[config.mk]
export PLATFORM = sky130hd
export DESIGN_NAME = mpt_step_unit
export DESIGN_NICKNAME = d
export VERILOG_FILES = /design/src/sv/mpt_pkg.sv /design/src/sv/mpt_step_unit.sv
export SDC_FILE = /design/constraint.sdc
export NUM_CORES = 1
export LEC_CHECK = 0
export BUFFER_PORTS_ARGS = -buffer_cell sky130_fd_sc_hd__buf_2
export CORE_MARGIN = 3
export CORE_UTILIZATION = 30
export DETAILED_ROUTE_END_ITERATION = 6
export PLACE_DENSITY = 0.53
export SYNTH_ARGS = -nofsm -noshare
export SYNTH_HDL_FRONTEND = slang
export SYNTH_SLANG_ARGS = --single-unit
[constraint.sdc]
create_clock -name vclk -period 8.9
set_clock_uncertainty 0.15 [all_clocks]
set_input_delay 1.78 -clock vclk [all_inputs]
set_output_delay 1.78 -clock vclk [all_outputs]
set_load 0.02 [all_outputs]
[src/sv/mpt_pkg.sv]
`default_nettype none

package mpt_pkg;

  // default sizes
  localparam int MAX_LEVELS_DEF   = 4;
  localparam int TABLE_WORDS_DEF  = 65536;
  localparam int FRAME_BITS_DEF   = 20;
  localparam int ADDRESS_BITS_DEF = 32;

  // fixed field widths
  localparam int ADDR_W      = 32;
  localparam int FRAME_W     = 20;
  localparam int COUNT_W     = 32;
  localparam int ALIGN_W     = 64;
  localparam int CFG_IDX_W   = 3;
  localparam int CFG_DATA_W  = 5;
  localparam int LVL_CNT_W   = 3;
  localparam int LVL_BITS_W  = 5;
  localparam int IDX_W       = 16;
  localparam int MAX_IDX_BITS = 16;

  // register reset values
  localparam logic [LVL_CNT_W-1:0]  LEVEL_COUNT_RST = 3'd2;
  localparam logic [LVL_BITS_W-1:0] BITS_L0_RST     = 5'd8;
  localparam logic [LVL_BITS_W-1:0] BITS_L1_RST     = 5'd8;
  localparam logic [LVL_BITS_W-1:0] BITS_L2_RST     = 5'd4;
  localparam logic [LVL_BITS_W-1:0] BITS_L3_RST     = 5'd4;

  typedef enum logic [CFG_IDX_W-1:0] {
    REG_LEVEL_COUNT = 3'd0,
    REG_BITS_L0     = 3'd1,
    REG_BITS_L1     = 3'd2,
    REG_BITS_L2     = 3'd3,
    REG_BITS_L3     = 3'd4
  } cfg_reg_e;

  typedef enum logic {
    FUNC_LOOKUP = 1'b0,
    FUNC_INSERT = 1'b1
  } func_e;

  typedef enum logic [1:0] {
    STATUS_MISS     = 2'd0,
    STATUS_HIT      = 2'd1,
    STATUS_INSERTED = 2'd2,
    STATUS_FULL     = 2'd3
  } status_e;

  typedef struct packed {
    logic               func;
    logic [ADDR_W-1:0]  logical_address;
    logic [FRAME_W-1:0] frame;
  } req_t;

  typedef struct packed {
    logic [1:0]         status;
    logic [FRAME_W-1:0] frame_out;
    logic [COUNT_W-1:0] frames_allocated;
  } rsp_t;

  // flags from the step unit
  typedef struct packed {
    logic slot_ok;
    logic alloc_ok;
  } step_flags_t;

  // level width clamped to 1..16
  function automatic logic [LVL_BITS_W-1:0] eff_bits(input logic [LVL_BITS_W-1:0] b);
    logic [LVL_BITS_W-1:0] r;
    r = b;
    if (b == '0) begin
      r = LVL_BITS_W'(1);
    end else if (b > LVL_BITS_W'(MAX_IDX_BITS)) begin
      r = LVL_BITS_W'(MAX_IDX_BITS);
    end
    return r;
  endfunction

endpackage

`default_nettype wire

[src/sv/mpt_step_unit.sv]
`default_nettype none

// shared per-level unit: index extract, slot add and range check, allocation check
module mpt_step_unit #(
  parameter  int TABLE_WORDS = mpt_pkg::TABLE_WORDS_DEF,
  localparam int AW          = $clog2(TABLE_WORDS),
  localparam int SW          = ((AW > mpt_pkg::IDX_W) ? AW : mpt_pkg::IDX_W) + 1,
  localparam int NF_W        = ((AW > mpt_pkg::IDX_W + 1) ? AW : mpt_pkg::IDX_W + 1) + 1
) (
  input  wire logic [mpt_pkg::ALIGN_W-1:0]    aligned_i,
  input  wire logic [mpt_pkg::LVL_BITS_W-1:0] bits_i,
  input  wire logic [AW-1:0]                  base_i,
  input  wire logic [NF_W-1:0]                next_free_i,
  input  wire logic [mpt_pkg::LVL_BITS_W-1:0] child_bits_i,
  output logic      [mpt_pkg::ALIGN_W-1:0]    aligned_o,
  output logic      [SW-1:0]                  slot_o,
  output logic      [NF_W-1:0]                next_free_o,
  output mpt_pkg::step_flags_t                flags_o
);

  logic [mpt_pkg::IDX_W-1:0]   top;
  logic [mpt_pkg::IDX_W-1:0]   idx;
  logic [mpt_pkg::IDX_W:0]     node_size;
  logic [NF_W-1:0]             nf_sum;

  assign top = aligned_i[mpt_pkg::ALIGN_W-1 -: mpt_pkg::IDX_W];
  assign idx = top >> (mpt_pkg::LVL_BITS_W'(mpt_pkg::MAX_IDX_BITS) - bits_i);
  assign aligned_o = aligned_i << bits_i;

  assign slot_o = SW'(base_i) + SW'(idx);

  assign node_size = (mpt_pkg::IDX_W + 1)'(1) << child_bits_i;
  assign nf_sum    = next_free_i + NF_W'(node_size);
  assign next_free_o = nf_sum;

  assign flags_o.slot_ok  = (slot_o < SW'(TABLE_WORDS));
  assign flags_o.alloc_ok = (nf_sum <= NF_W'(TABLE_WORDS));

endmodule

`default_nettype wire

### After elaboration in Yosys (flattened, before gate mapping)

Index checks and enable logic that the tools add are counted.

| storage, ports and cells | value |
|---|---|
| bits in registers | 0 |
| input bits | 108 |
| output and inout bits | 101 |
| word-level logic and storage cells | 8 |

| operators by class | value |
|---|---|
| $add $sub $neg | 3 |
| order comparisons | 2 |
| shifts and indexed selects | 3 |

Operators with widths:

| kind | count |
|---|---|
| $shl 64x5->64 | 1 |
| $add 18x17->18 | 1 |
| $le 18x17->1 const B | 1 |
| $add 16x16->17 | 1 |
| $lt 17x17->1 const B | 1 |
| $shl 1x5->17 const A | 1 |
| $shr 16x5->16 | 1 |
| $sub 5x5->5 const A | 1 |

### Depth between registers and ports, before layout

| logic depth | value |
|---|---|
| depth after elaboration | 4 |
| mapped depth | 22 |
| gate-level depth less buffers | 18 |

### Worst setup path after synthesis

Ideal clock, no wire load.

| timing | value |
|---|---|
| path type | in2out |
| from | input bits_i[0] (netlist bit) |
| to | output slot_o[16] |
| arrival | 6666 ps |
| required time | 6970 ps |
| path slack | 304 ps |
| stages | 21 |
| path buffers | 5 |
| cells stage by stage | clkbuf_1 -> buf_2 -> clkinv_1 -> clkbuf_1 -> ha_1 -> clkbuf_1 -> clkbuf_1 -> mux2i_1 -> a21oi_1 -> a21oi_1 -> o22ai_1 -> ha_1 -> fa_1 -> a21o_1 -> a21oi_1 -> o21ai_0 -> a31oi_1 -> o21bai_1 -> a2111o_1 -> a41oi_1 -> o21ai_0 |

| between the ends | value |
|---|---|
| cells in the longest elaborated chain, start to end | 3 |

RTL lines:

| item | line | text |
|---|---|---|
| start: declaration | mpt_step_unit.sv:11 | `input wire logic [mpt_pkg::LVL_BITS_W-1:0] bits_i,` |
| $sub 5x5->5 | mpt_step_unit.sv:27 | `assign idx = top >> (mpt_pkg::LVL_BITS_W'(mpt_pkg::MAX_IDX_BITS) - bits_i);` |
| $shr 16x5->16 | mpt_step_unit.sv:27 |  |
| $add 16x16->17 | mpt_step_unit.sv:30 | `assign slot_o = SW'(base_i) + SW'(idx);` |
| end: declaration | mpt_step_unit.sv:16 | `output logic [SW-1:0] slot_o,` |

No other way between the ends.

### Final worst setup path

| timing | value |
|---|---|
| from | input bits_i[0] (netlist bit) |
| to | output slot_o[14] |

The elaborated chain is that of the path after synthesis.

==> flow_summary.json <==
{
  "seq_cells": 0,
  "track_usage_pct": 19.1,
  "rsz0062_at_grt": "false",
  "num_io_pins": 209,
  "worstSetupPathType": "in2out",
  "synth_top_area_share_pct": 21.0,
  "slew-limit-headroom_pct": 39.0,
  "fin_crit_sh_pct": 92.3,
  "area_growth_syn_to_layout_pct": 22.4,
  "ant_nets": 0,
  "post_drt_via_cell_ratio": 5.54,
  "die_area_um2": 19900,
  "wire_per_inst_um": 18.1,
  "min_period_ns": 8.22,
  "grt_max_degree": 65,
  "overflow": 0,
  "drt_iter0_drc": 341,
  "maxCapViolCount": 0,
  "synth_area_um2": 5480,
  "powerDensity_nw_per_um2": 79.8,
  "maxSlewViolCount": 0,
  "antenna_found_initial": 4,
  "dr_total_vias": 6098,
  "die_y_um": 141,
  "critPathMaxStageDelay_ns": 0.46,
  "start_kind": "input port",
  "max_freq_mhz": 122,
  "avgSynthCellArea_um2": 7.78,
  "cp-end-kind": "primary output",
  "clock_buffers": 0,
  "yosys.area.top_type": "mux4_2",
  "setup-violations-final": 0,
  "seq_area_um2": 0,
  "num_rows": 48,
  "start_util_pct": 31.1,
  "drc": 0,
  "drt_first_pass_iters": 5,
  "post-cts-setup-buffers": 0,
  "finalWorstSetupSlack_ns": 0.685,
  "grt_pass1_vias": 5957,
  "crit_required_ns": 6.97,
  "fin_nets": 1020,
  "ys_warn_count": 0,
  "yosys.cell_types.count": 60,
  "yosysMostFrequentCell": "nor2_1",
  "die_x_um": 141,
  "layout-drive-gt1-share_pct": 38.0,
  "ir_drop_mv": 0.0535,
  "cpMostUsedCell": "a21oi_1",
  "crit_chain": "buf_4 -> clkinv_1 -> ha_1 -> mux2_2 -> nor2_1 -> a21oi_1 -> a21oi_1 -> o22ai_1 -> ha_1 -> fa_1 -> a21o_1 -> a21oi_1 -> o21ai_0 -> a31oi_1 -> o21bai_1 -> a2111o_1 -> a41oi_1 -> xnor2_1 -> buf_2",
  "ys_seq_area_share_pct": 0,
  "cts-resized-gates": 0,
  "core_area_um2": 17600,
  "ys_top_cells_by_area": "mux4_2 (21%), mux2i_1 (16%), mux2_2 (8.8%)",
  "crit_arrival_ns": 6.29,
  "tightest_slew_ns": 0.915,
  "wirelength_um": 20000,
  "portBuffers": 209,
  "syn_inst": 704,
  "slowest_stage": "ha_1",
  "p_leak_nw": 3.11,
  "grt_pass1_wl_um": 31500,
  "min_path_type": "in2out",
  "synth_common_cells": "nor2_1 (91), mux2i_1 (85), nand2_1 (79), mux4_2 (51), a21oi_1 (50)",
  "critPathMaxFanout": 22,
  "hold_buffers": 0,
  "status": "finished clean",
  "pre_cts_ws_ns": 0.726,
  "hold_viol": 0,
  "syn_nets": 848,
  "dp_hpwl_um": 16800,
  "globalplace.congestion": 0.848,
  "setup_tns_ns": 0,
  "hold_depth": 3
}
[critical path: cells and delay by family]
kind | cells | cell delay [ns]
compound gates | 10 | 2.16
fa+ha+maj | 3 | 1.09
buf+inv | 3 | 0.60
mux | 1 | 0.38
xor+xnor | 1 | 0.17
simple gates | 1 | 0.08
[report_power, final]
part	internal (mW)	leakage, nW	total, mW	switching (mW)
registers	0	0	0	0
clock network	0.0000000300	0.0000127	0.0000000301	0
logic	0.215	3.11	0.535	0.320
[cell families after synthesis]
kind of cell | count (synthesis) | share of synthesized area (%)
adders and majority gates | 36 | 8.50
AOI/OAI and AO/OA | 154 | 17.4
muxes | 179 | 45.4
and+or+nand+nor | 241 | 19.5
buffers and inverters | 66 | 4.64
xor gates and xnor gates | 28 | 4.62
[stage by stage]
stage | hold slack (ns) | instances | instance area (um2) | util (%) | total power, mW
detailed placement | 3.72 | 1099 | 6700 | 38.1 | 0.533
global placement | 3.72 | 1099 | 6700 | 38.1 | 0.535
CTS | 3.72 | 1099 | 6700 | 38.1 | 0.535
global route | 3.75 | 1101 | 6700 | 38.1 | 0.581
finish | 3.72 | 1101 | 6700 | 38.1 | 0.535
floorplan | 3.55 | 704 | 5480 | - | 0.369
[routing by layer]
metal	GRT usage (%)	part of all wire, %
met5	0	0.14
met4	3.82	2.2
met3	1.76	5.2
met2	31.4	46
met1	27.3	46
[path summary, 6_finish.rpt]
path | startpoint | endpoint | slack (ns)
min | next_free_i[17] | next_free_o[17] | 3.72
max | bits_i[0] | slot_o[14] | 0.68
[final cells by class]
type,count,area (um2)
antenna,2,5.00
multi-input combinational,638,5220
inverter,15,56.3
tap,225,282
timing repair buffer,221,1140
fill,1891,10900
[cells in the final DEF (no fill, tap or decap), drive strengths merged, types with 6 or more instances in the layout]
| cell | synthesis | layout |
|---|---|---|
| a211oi | 8 | 8 |
| a21oi | 50 | 50 |
| a31oi | 6 | 6 |
| and2 | 7 | 7 |
| buf | 15 | 221 |
| ha | 34 | 34 |
| inv | 13 | 14 |
| mux2 | 43 | 43 |
| mux2i | 85 | 85 |
| mux4 | 51 | 51 |
| nand2 | 79 | 79 |
| nand3 | 13 | 13 |
| nor2 | 91 | 91 |
| nor3 | 24 | 24 |
| o21ai | 39 | 39 |
| o22ai | 17 | 17 |
| xnor2 | 21 | 21 |
| xor2 | 7 | 7 |
(Power assumes the default switching activity.)
